File: src/hw/rtl/running_time_statistics_macros.svh
// assertion helpers for the running time statistics block
`ifndef RUNNING_TIME_STATISTICS_MACROS_SVH
`define RUNNING_TIME_STATISTICS_MACROS_SVH

// same-cycle implication, checked outside reset
`define RTS_ASSERT_NOW(label, ck, rstn, ante, cons) \
  label: assert property (@(posedge ck) disable iff (!rstn) (ante) |-> (cons)) \
    else $error("running_time_statistics: check failed");

// next-cycle implication, checked outside reset
`define RTS_ASSERT_NEXT(label, ck, rstn, ante, cons) \
  label: assert property (@(posedge ck) disable iff (!rstn) (ante) |=> (cons)) \
    else $error("running_time_statistics: check failed");

`endif

File: src/hw/rtl/rts_pkg.sv
package rts_pkg;

  // default parameter values
  localparam int TIME_BITS_DEF  = 32;
  localparam int COUNT_BITS_DEF = 32;
  localparam int FRAC_BITS_DEF  = 16;

  // fixed field widths
  localparam int OUT_TIME_W  = 32;
  localparam int OUT_COUNT_W = 32;
  localparam int TOTAL_W     = 64;
  localparam int MEAN_W      = 48;
  localparam int VAR_W       = 63;

  // serial arithmetic unit sizes
  localparam int ACC_W    = 96;
  localparam int MPLIER_W = 48;
  localparam int STEP_W   = $clog2(ACC_W + 1);

  typedef struct packed {
    logic                  restart;
    logic [OUT_TIME_W-1:0] wall_time;
    logic [OUT_TIME_W-1:0] cpu_time;
  } in_t;

  typedef struct packed {
    logic [OUT_COUNT_W-1:0] sample_count;
    logic [TOTAL_W-1:0]     wall_total;
    logic [OUT_TIME_W-1:0]  wall_min;
    logic [OUT_TIME_W-1:0]  wall_max;
    logic [MEAN_W-1:0]      wall_mean;
    logic [VAR_W-1:0]       wall_variance;
    logic [TOTAL_W-1:0]     cpu_total;
    logic [OUT_TIME_W-1:0]  cpu_min;
    logic [OUT_TIME_W-1:0]  cpu_max;
    logic [MEAN_W-1:0]      cpu_mean;
    logic [VAR_W-1:0]       cpu_variance;
    logic                   saturated;
  } out_t;

  typedef enum logic {
    OP_MUL = 1'b0,
    OP_DIV = 1'b1
  } rts_op_t;

  typedef struct packed {
    logic              go;
    rts_op_t           op;
    logic [STEP_W-1:0] steps;
  } ser_ctrl_t;

  typedef struct packed {
    logic busy;
    logic done;
  } ser_stat_t;

  typedef struct packed {
    logic start;
    logic clear;
  } ch_ctrl_t;

  typedef struct packed {
    logic busy;
    logic sat;
  } ch_stat_t;

  typedef enum logic [2:0] {
    CH_IDLE     = 3'd0,
    CH_MEAN_MUL = 3'd1,
    CH_MEAN_DIV = 3'd2,
    CH_DEV      = 3'd3,
    CH_DEV_MUL  = 3'd4,
    CH_VAR_MUL  = 3'd5,
    CH_VAR_DIV  = 3'd6
  } ch_state_t;

  typedef enum logic [1:0] {
    ST_IDLE   = 2'd0,
    ST_RUN    = 2'd1,
    ST_RESULT = 2'd2
  } top_state_t;

endpackage

File: src/hw/rtl/rts_serial.sv
module rts_serial #(
  parameter int COUNT_BITS = rts_pkg::COUNT_BITS_DEF
) (
  input  logic                       clk,
  input  logic                       rst_n,
  input  rts_pkg::ser_ctrl_t         ctrl,
  input  logic [rts_pkg::ACC_W-1:0]    acc_init,
  input  logic [rts_pkg::VAR_W-1:0]    mcand,
  input  logic [rts_pkg::MPLIER_W-1:0] mplier,
  input  logic [COUNT_BITS:0]        divisor,
  output rts_pkg::ser_stat_t         stat,
  output logic [rts_pkg::ACC_W-1:0]    acc
);
  import rts_pkg::*;

  logic [ACC_W-1:0]    acc_r;
  logic [VAR_W-1:0]    mcand_r;
  logic [MPLIER_W-1:0] mplier_r;
  logic [COUNT_BITS:0] div_r;
  logic [COUNT_BITS:0] rem_r;
  logic [STEP_W-1:0]   cnt_r;
  rts_op_t             op_r;
  logic                busy_r;
  logic                done_r;

  logic [ACC_W-1:0]      prod_nxt;
  logic [COUNT_BITS+1:0] rem_sh;
  logic [COUNT_BITS+1:0] rem_dif;
  logic                  rem_ge;
  logic [COUNT_BITS:0]   rem_nxt;
  logic [ACC_W-1:0]      quo_nxt;

  // one multiplier bit per cycle, msb first: double and add
  assign prod_nxt = {acc_r[ACC_W-2:0], 1'b0} +
                    (mplier_r[MPLIER_W-1] ? ACC_W'(mcand_r) : '0);

  // one quotient bit per cycle, restoring; quotient fills acc from the right
  assign rem_sh  = {rem_r, acc_r[ACC_W-1]};
  assign rem_dif = rem_sh - {1'b0, div_r};
  assign rem_ge  = rem_sh >= {1'b0, div_r};
  assign rem_nxt = rem_ge ? rem_dif[COUNT_BITS:0] : rem_sh[COUNT_BITS:0];
  assign quo_nxt = {acc_r[ACC_W-2:0], rem_ge};

  // control
  always_ff @(posedge clk) begin
    if (!rst_n) begin
      busy_r <= 1'b0;
      done_r <= 1'b0;
      cnt_r  <= '0;
    end else begin
      done_r <= 1'b0;
      if (ctrl.go) begin
        busy_r <= 1'b1;
        cnt_r  <= ctrl.steps;
      end else if (busy_r) begin
        cnt_r <= cnt_r - 1'b1;
        if (cnt_r == STEP_W'(1)) begin
          busy_r <= 1'b0;
          done_r <= 1'b1;
        end
      end
    end
  end

  // datapath
  always_ff @(posedge clk) begin
    if (ctrl.go) begin
      op_r     <= ctrl.op;
      acc_r    <= (ctrl.op == OP_MUL) ? '0 : acc_init;
      mcand_r  <= mcand;
      mplier_r <= mplier;
      div_r    <= divisor;
      rem_r    <= '0;
    end else if (busy_r) begin
      unique case (op_r)
        OP_MUL: begin
          acc_r    <= prod_nxt;
          mplier_r <= {mplier_r[MPLIER_W-2:0], 1'b0};
        end
        OP_DIV: begin
          acc_r <= quo_nxt;
          rem_r <= rem_nxt;
        end
        default: ;
      endcase
    end
  end

  assign stat = '{busy: busy_r, done: done_r};
  assign acc  = acc_r;

endmodule

File: src/hw/rtl/rts_chan.sv
module rts_chan #(
  parameter int TIME_BITS  = rts_pkg::TIME_BITS_DEF,
  parameter int COUNT_BITS = rts_pkg::COUNT_BITS_DEF,
  parameter int FRAC_BITS  = rts_pkg::FRAC_BITS_DEF
) (
  input  logic                        clk,
  input  logic                        rst_n,
  input  rts_pkg::ch_ctrl_t           ctrl,
  input  logic [TIME_BITS-1:0]        x,
  input  logic [COUNT_BITS-1:0]       n,
  output rts_pkg::ch_stat_t           stat,
  output logic [rts_pkg::TOTAL_W-1:0] total,
  output logic [TIME_BITS-1:0]        low,
  output logic [TIME_BITS-1:0]        high,
  output logic [rts_pkg::MEAN_W-1:0]  mean,
  output logic [rts_pkg::VAR_W-1:0]   variance
);
  import rts_pkg::*;

  ch_state_t            state_r, state_nxt;
  logic [TOTAL_W-1:0]   sum_r;
  logic [TIME_BITS-1:0] low_r, high_r;
  logic [MEAN_W-1:0]    avg_r, nw_r, xq_r;
  logic [VAR_W-1:0]     var_r;
  logic                 sat_r;
  logic [COUNT_BITS-1:0] n_r;
  logic [TOTAL_W-1:0]   t_r;
  logic                 neg_diff_r;

  ser_ctrl_t           ser_ctrl;
  ser_stat_t           ser_stat;
  logic [ACC_W-1:0]    ser_acc;
  logic [ACC_W-1:0]    acc_init;
  logic [VAR_W-1:0]    mcand;
  logic [MPLIER_W-1:0] mplier;
  logic [COUNT_BITS:0] divisor;

  logic [TOTAL_W:0]  sum_ext;
  logic [MEAN_W-1:0] xq_in;
  logic              neg1, neg2;
  logic [MEAN_W-1:0] m1, m2;
  logic [ACC_W-1:0]  t_ext, var_num;
  logic              quo_hi;

  rts_serial #(.COUNT_BITS(COUNT_BITS)) u_serial (
    .clk      (clk),
    .rst_n    (rst_n),
    .ctrl     (ser_ctrl),
    .acc_init (acc_init),
    .mcand    (mcand),
    .mplier   (mplier),
    .divisor  (divisor),
    .stat     (ser_stat),
    .acc      (ser_acc)
  );

  // sample scaling and saturating total
  assign xq_in   = MEAN_W'(x) << FRAC_BITS;
  assign sum_ext = {1'b0, sum_r} + (TOTAL_W + 1)'(x);
  assign divisor = {1'b0, n_r} + 1'b1;

  // deviations from old and new mean
  assign neg1 = xq_r < avg_r;
  assign neg2 = xq_r < nw_r;
  assign m1   = neg1 ? avg_r - xq_r : xq_r - avg_r;
  assign m2   = neg2 ? nw_r - xq_r : xq_r - nw_r;

  // variance numerator: var*n plus the signed deviation product, floored at zero
  assign t_ext = ACC_W'(t_r);
  always_comb begin
    if (neg_diff_r) begin
      var_num = (ser_acc < t_ext) ? '0 : ser_acc - t_ext;
    end else begin
      var_num = ser_acc + t_ext;
    end
  end
  assign quo_hi = |ser_acc[ACC_W-1:VAR_W];

  // sequencer
  always_comb begin
    state_nxt = state_r;
    ser_ctrl  = '{go: 1'b0, op: OP_MUL, steps: '0};
    acc_init  = '0;
    mcand     = '0;
    mplier    = '0;
    unique case (state_r)
      CH_IDLE: begin
        if (ctrl.start) begin
          ser_ctrl  = '{go: 1'b1, op: OP_MUL, steps: STEP_W'(COUNT_BITS)};
          mcand     = VAR_W'(avg_r);
          mplier    = {n, {(MPLIER_W-COUNT_BITS){1'b0}}};
          state_nxt = CH_MEAN_MUL;
        end
      end
      CH_MEAN_MUL: begin
        if (ser_stat.done) begin
          ser_ctrl  = '{go: 1'b1, op: OP_DIV, steps: STEP_W'(ACC_W)};
          acc_init  = ser_acc + ACC_W'(xq_r);
          state_nxt = CH_MEAN_DIV;
        end
      end
      CH_MEAN_DIV: begin
        if (ser_stat.done) begin
          state_nxt = CH_DEV;
        end
      end
      CH_DEV: begin
        ser_ctrl  = '{go: 1'b1, op: OP_MUL, steps: STEP_W'(MPLIER_W)};
        mcand     = VAR_W'(m1);
        mplier    = m2;
        state_nxt = CH_DEV_MUL;
      end
      CH_DEV_MUL: begin
        if (ser_stat.done) begin
          ser_ctrl  = '{go: 1'b1, op: OP_MUL, steps: STEP_W'(COUNT_BITS)};
          mcand     = var_r;
          mplier    = {n_r, {(MPLIER_W-COUNT_BITS){1'b0}}};
          state_nxt = CH_VAR_MUL;
        end
      end
      CH_VAR_MUL: begin
        if (ser_stat.done) begin
          ser_ctrl  = '{go: 1'b1, op: OP_DIV, steps: STEP_W'(ACC_W)};
          acc_init  = var_num;
          state_nxt = CH_VAR_DIV;
        end
      end
      CH_VAR_DIV: begin
        if (ser_stat.done) begin
          state_nxt = CH_IDLE;
        end
      end
      default: state_nxt = CH_IDLE;
    endcase
  end

  always_ff @(posedge clk) begin
    if (!rst_n) begin
      state_r <= CH_IDLE;
    end else begin
      state_r <= state_nxt;
    end
  end

  // running statistics
  always_ff @(posedge clk) begin
    if (!rst_n || ctrl.clear) begin
      sum_r  <= '0;
      low_r  <= '1;
      high_r <= '0;
      avg_r  <= '0;
      var_r  <= '0;
      sat_r  <= 1'b0;
    end else begin
      if (state_r == CH_IDLE && ctrl.start) begin
        if (sum_ext[TOTAL_W]) begin
          sum_r <= '1;
          sat_r <= 1'b1;
        end else begin
          sum_r <= sum_ext[TOTAL_W-1:0];
        end
        if (x < low_r) low_r <= x;
        if (x > high_r) high_r <= x;
      end
      if (state_r == CH_VAR_DIV && ser_stat.done) begin
        avg_r <= nw_r;
        if (quo_hi) begin
          var_r <= '1;
          sat_r <= 1'b1;
        end else begin
          var_r <= ser_acc[VAR_W-1:0];
        end
      end
    end
  end

  // per-item working values
  always_ff @(posedge clk) begin
    if (state_r == CH_IDLE && ctrl.start) begin
      n_r  <= n;
      xq_r <= xq_in;
    end
    if (state_r == CH_MEAN_DIV && ser_stat.done) begin
      nw_r <= ser_acc[MEAN_W-1:0];
    end
    if (state_r == CH_DEV) begin
      neg_diff_r <= neg1 ^ neg2;
    end
    if (state_r == CH_DEV_MUL && ser_stat.done) begin
      t_r <= ser_acc[2*FRAC_BITS +: TOTAL_W];
    end
  end

  assign stat     = '{busy: state_r != CH_IDLE, sat: sat_r};
  assign total    = sum_r;
  assign low      = low_r;
  assign high     = high_r;
  assign mean     = avg_r;
  assign variance = var_r;

endmodule
File: config.mk
export PLATFORM = sky130hd
export DESIGN_NAME = rts_chan
export DESIGN_NICKNAME = d
export VERILOG_FILES = /design/src/hw/rtl/running_time_statistics_macros.svh /design/src/hw/rtl/rts_pkg.sv /design/src/hw/rtl/rts_serial.sv /design/src/hw/rtl/rts_chan.sv
export SDC_FILE = /design/constraint.sdc
export NUM_CORES = 2
export LEC_CHECK = 0
export BUFFER_PORTS_ARGS = -buffer_cell sky130_fd_sc_hd__buf_4
export CAP_MARGIN = 20
export CORE_ASPECT_RATIO = 1.5
export CORE_UTILIZATION = 57
export DETAILED_ROUTE_END_ITERATION = 10
export PLACE_DENSITY = 0.78
export SETUP_SLACK_MARGIN = 0.15
export SYNTH_ARGS = -nofsm -noshare
export SYNTH_HDL_FRONTEND = slang
export SYNTH_SLANG_ARGS = --single-unit
File: constraint.sdc
create_clock -name clk -period 4.8 [get_ports clk]
set_input_delay 0.72 -clock clk [delete_from_list [all_inputs] [get_ports clk]]
set_output_delay 0.72 -clock clk [all_outputs]
set_load 0.1 [all_outputs]
==> results.txt <==
----------------------------------------------------
[Outcome]
  Outcome ... complete, no violations

[Die]
  Initial Utilization ... 0.575
  Width of the die ... between 200 and 300 µm
  Die boundary height ... 385 µm
  Io pins ... 309
  DIE AREA ... just under 100,000 µm²
  Row count ... 140
  Core Area ... 96,900 µm²

[Drt]
  Post-DR vias/cell ... between 6 and 7
  Number of iterations in the first detailed-routing pass ... 8
  DRC ... 0
  Per-cell routed wire length ... 27.2 µm
  Iter 0 DRT Violations ... 6,032
  Remaining antenna violation count ... 0
  Total vias in the final route ... 56,167
  Routed WL ... 227 mm

[STA]
  Tightest Pin Transition ... 1.20 ns
  Number of hold-slack violations in the final timing report ... 0
  Remaining max-slew budget at the tightest pin ... 0.190
  Fin Clk Skew ... 0.0334 ns
  Fmax ... approximately 210 MHz
  Min Tclk post-route ... 4.66 ns
  Unrepaired setup endpoints after global routing ... true
  Total Neg Setup Slack ... 0 ns
  # setup viols final ... 0
  Pins over their slew limit ... 0
  Ratio of final minimum period to clock period ... 0.971

[Placed design]
  Count of placed standard cells including taps ... roughly 8,200
  RePlAce Congestion ... 1.04
  Placed wire-length estimate ... 175 mm
  Number of input and output port buffers inserted ... roughly 310

[Logic synthesis]
  Number of warning messages in the yosys log ... 0
  FFs w/ async S/R, synth ... 0
  Top flip-flop cell by instance count after synthesis ... edfxtp_1
  EDFF count, synth ... 418
  Avg Cell Area, Syn ... approximately 8.3 µm²
  Net count of the mapped netlist ... 7,275
  Number of distinct standard cells referenced by the synthesized netlist ... 109
  Sequential element share of the synthesized area ... 0.328
  Syn Inst Count ... roughly 6,700
  Register bit count reported by yosys ... about 700
  Cell area after technology mapping ... 55,700 µm²

[CTS]
  H-tree depth reported by CTS ... 3
  Number of sinks on the clock net ... ~700
  Clock tree root buffer cell ... clkbuf_16
  Clock latency on the worst-skew pair ... 0.68 ns
  Number of buffers inserted by hold repair at cts ... 0
  Clock slew at reported path FFs ... roughly 0.06 ns
  Number of CTS-inserted buffers ... 75
  Maximum number of buffers from clock root to sink ... 3
  CTS tree ... built

[Power]
  Leakage component of the power ... 0.0262 µW
  Logic gate share of total power ... 0.362
  Internal power consumption ... between 10,000 and 15,000 µW
  Switch share ... 0.384
  Sequential share of power ... 0.342
  Power density normalized to cell area ... 339 nW/µm²
  Max VDD drop ... 0.000312 V
  Switching power ... 8270 µW
  Fraction of power consumed by the clock network ... 0.296

[Cells and area]
  Fill count ... between 8,000 and 9,000
  NumNets Final ... 7,591
  Fraction of layout cells with a size suffix above 1 ... 0.121
  Area growth from synthesis to final layout ... 13.9%
  Layout Cells excl Fill ... 8,379

[Global route]
  First-pass GRT wire length ... 334 mm
  Initial antenna violation count ... 7
  Via count of the first global-routing pass ... between 50,000 and 60,000
  Remaining global-route overflow ... 0
  Overall Global Routing Usage ... 0.445
  Maximum number of pins on one net before global-route repair ... 117

[Setup path]
  Kind of start point of the critical path ... flip-flop
  Worst path arrival time ... 5.05 ns
  Worst-path fanout max ... 11
  Critical path type ... flip-flop to flip-flop
  Required time of the worst setup path ... 5.19 ns
  Crit. End Element ... flip-flop

[Flow run]
  Reported max-cap violation count ... 0

[Worst hold path]
  Worst hold path type ... primary input to flip-flop

----------------------------------------------------
[logic make-up after synthesis]
group / count (synthesis) / share of synthesized area
and+or+nand+nor: 2025 / 0.174
buffers and inverters: 792 / 0.0550
xor gates and xnor gates: 400 / 0.0629
muxes: 109 / 0.0197
adders and majority gates: 487 / 0.111
AOI/OAI and AO/OA: 2204 / 0.250
DFF: 703 / 0.328
[cells in the final DEF (no fill, tap or decap), types with 48 or more instances in the layout]
cell and n:
o21bai_1 87, mux2i_1 106, xnor2_1 243, xor2_1 157, a31oi_1 135, buf_4 599
o21ai_0 465, nand4_1 115, clkbuf_16 80, edfxtp_1 418, o31ai_1 48, a21o_1 184
inv_1 407, a22oi_1 59, o22ai_1 48, o21ai_1 48, nand2b_1 74, nand2_1 700
a21oi_1 667, nor2b_1 61, and2_1 100, ha_1 479, nor3_1 135, nor2_1 447
nand3_1 128, and3_1 57, dfxtp_1 285, o211ai_1 49
[layout make-up]
| type | count | area (µm²) | area share |
|---|---|---|---|
| tap | 1278 | 1600 | 0.0252 |
| multi-input combinational | 5225 | 34500 | 0.544 |
| clock buffer | 92 | 2090 | 0.0329 |
| sequential | 703 | 18300 | 0.288 |
| inverter | 415 | 1570 | 0.0247 |
| timing repair buffer | 616 | 4840 | 0.0763 |
| antenna | 2 | 5.00 | 0.0000789 |
| clock inverter | 48 | 548 | 0.00864 |
[state kept, by name, summed over array words and instances (netlist names), 3 cells and up]
register           cells
nw_r                  48
u_serial.mcand_r      63
variance              63
u_serial.acc          96
u_serial.div_r        33
n_r                   32
high                  32
total                 64
xq_r                  32
u_serial.rem_r        33
state_r                3
mean                  48
t_r                   64
u_serial.mplier_r     48
low                   32
u_serial.cnt_r         7
[power groups by stage]
stage,sequential [µW],combinational (µW),clock (µW)
floorplan,7570,4600,0
global placement,7440,7420,0
detailed placement,7460,7470,0
CTS,7330,7520,6380
global route,7370,8230,6560
finish,7360,7790,6370
[repair_timing]
item                       in CTS  in global routing
setup buffers                   0                  2
setup endpoints to repair       0                 36
resized for setup               0                 19
[Yosys cell counts, types with 62 or more instances]
master,n,area share
nand2_1,701,0.047
a21oi_1,671,0.060
ha_1,479,0.11
o21ai_0,466,0.042
nor2_1,449,0.030
edfxtp_1,418,0.23
inv_1,410,0.028
clkbuf_1,304,0.021
dfxtp_1,285,0.10
xnor2_1,243,0.038
a21o_1,185,0.025
xor2_1,157,0.025
a31oi_1,137,0.015
nor3_1,137,0.012
nand3_1,130,0.012
nand4_1,115,0.013
mux2i_1,106,0.019
and2_1,103,0.012
o21bai_1,87,0.012
nand2b_1,75,0.0084
nor2b_1,62,0.0070
[metrics by stage]
| stage | worst slack, ns | hold WS (ns) | area (µm²) | power (µW) | util |
|---|---|---|---|---|---|
| 5_1_grt | 0.105 | 0.225 | 63400 | 22200 | 0.655 |
| 2_1_floorplan | 0.269 | 0.421 | 55700 | 12200 | - |
| 3_3_place_gp | 0.267 | 0.454 | 60700 | 14900 | 0.626 |
| 6_report | 0.140 | 0.232 | 63400 | 21500 | 0.655 |
| 3_5_place_dp | 0.208 | 0.470 | 60700 | 14900 | 0.626 |
| 4_1_cts | 0.186 | 0.209 | 63300 | 21200 | 0.653 |
[layer usage]
metal | track usage | up-vias | share of wire
met1 | 0.477 | 26588 | 0.34
met3 | 0.0747 | 1071 | 0.083
met2 | 0.749 | 3360 | 0.47
met5 | 0 | - | 0.00029
li1 | - | 25138 | -
met4 | 0.412 | 10 | 0.11
[critical path, stage by stage (launching register included)]
cell and delay (ns):
edfxtp_1 0.40, inv_1 0.06, ha_1 0.50, nand2_1 0.13
nor3_1 0.27, a2111oi_1 0.12, buf_4 0.15, o21bai_1 0.39
nand4_1 0.32, a31oi_2 0.37, nand2b_1 0.24, a21boi_0 0.24
buf_4 0.22, o211ai_1 0.25, o21ai_0 0.18, xnor2_1 0.37
o221ai_1 0.16
[final timing paths]
path / endpoint / cells after the start / slack (ns) / from
setup / recovery: u_serial.acc[62] / 16 / 0.14 / t_r[9]
hold / removal: n_r[17] / 1 / 0.23 / n[17]
setup reg to reg: u_serial.acc[62] / 16 / 0.14 / t_r[9]
hold reg to reg: sat_r / 2 / 0.48 / sat_r
Power figures use the tool's default switching activity.
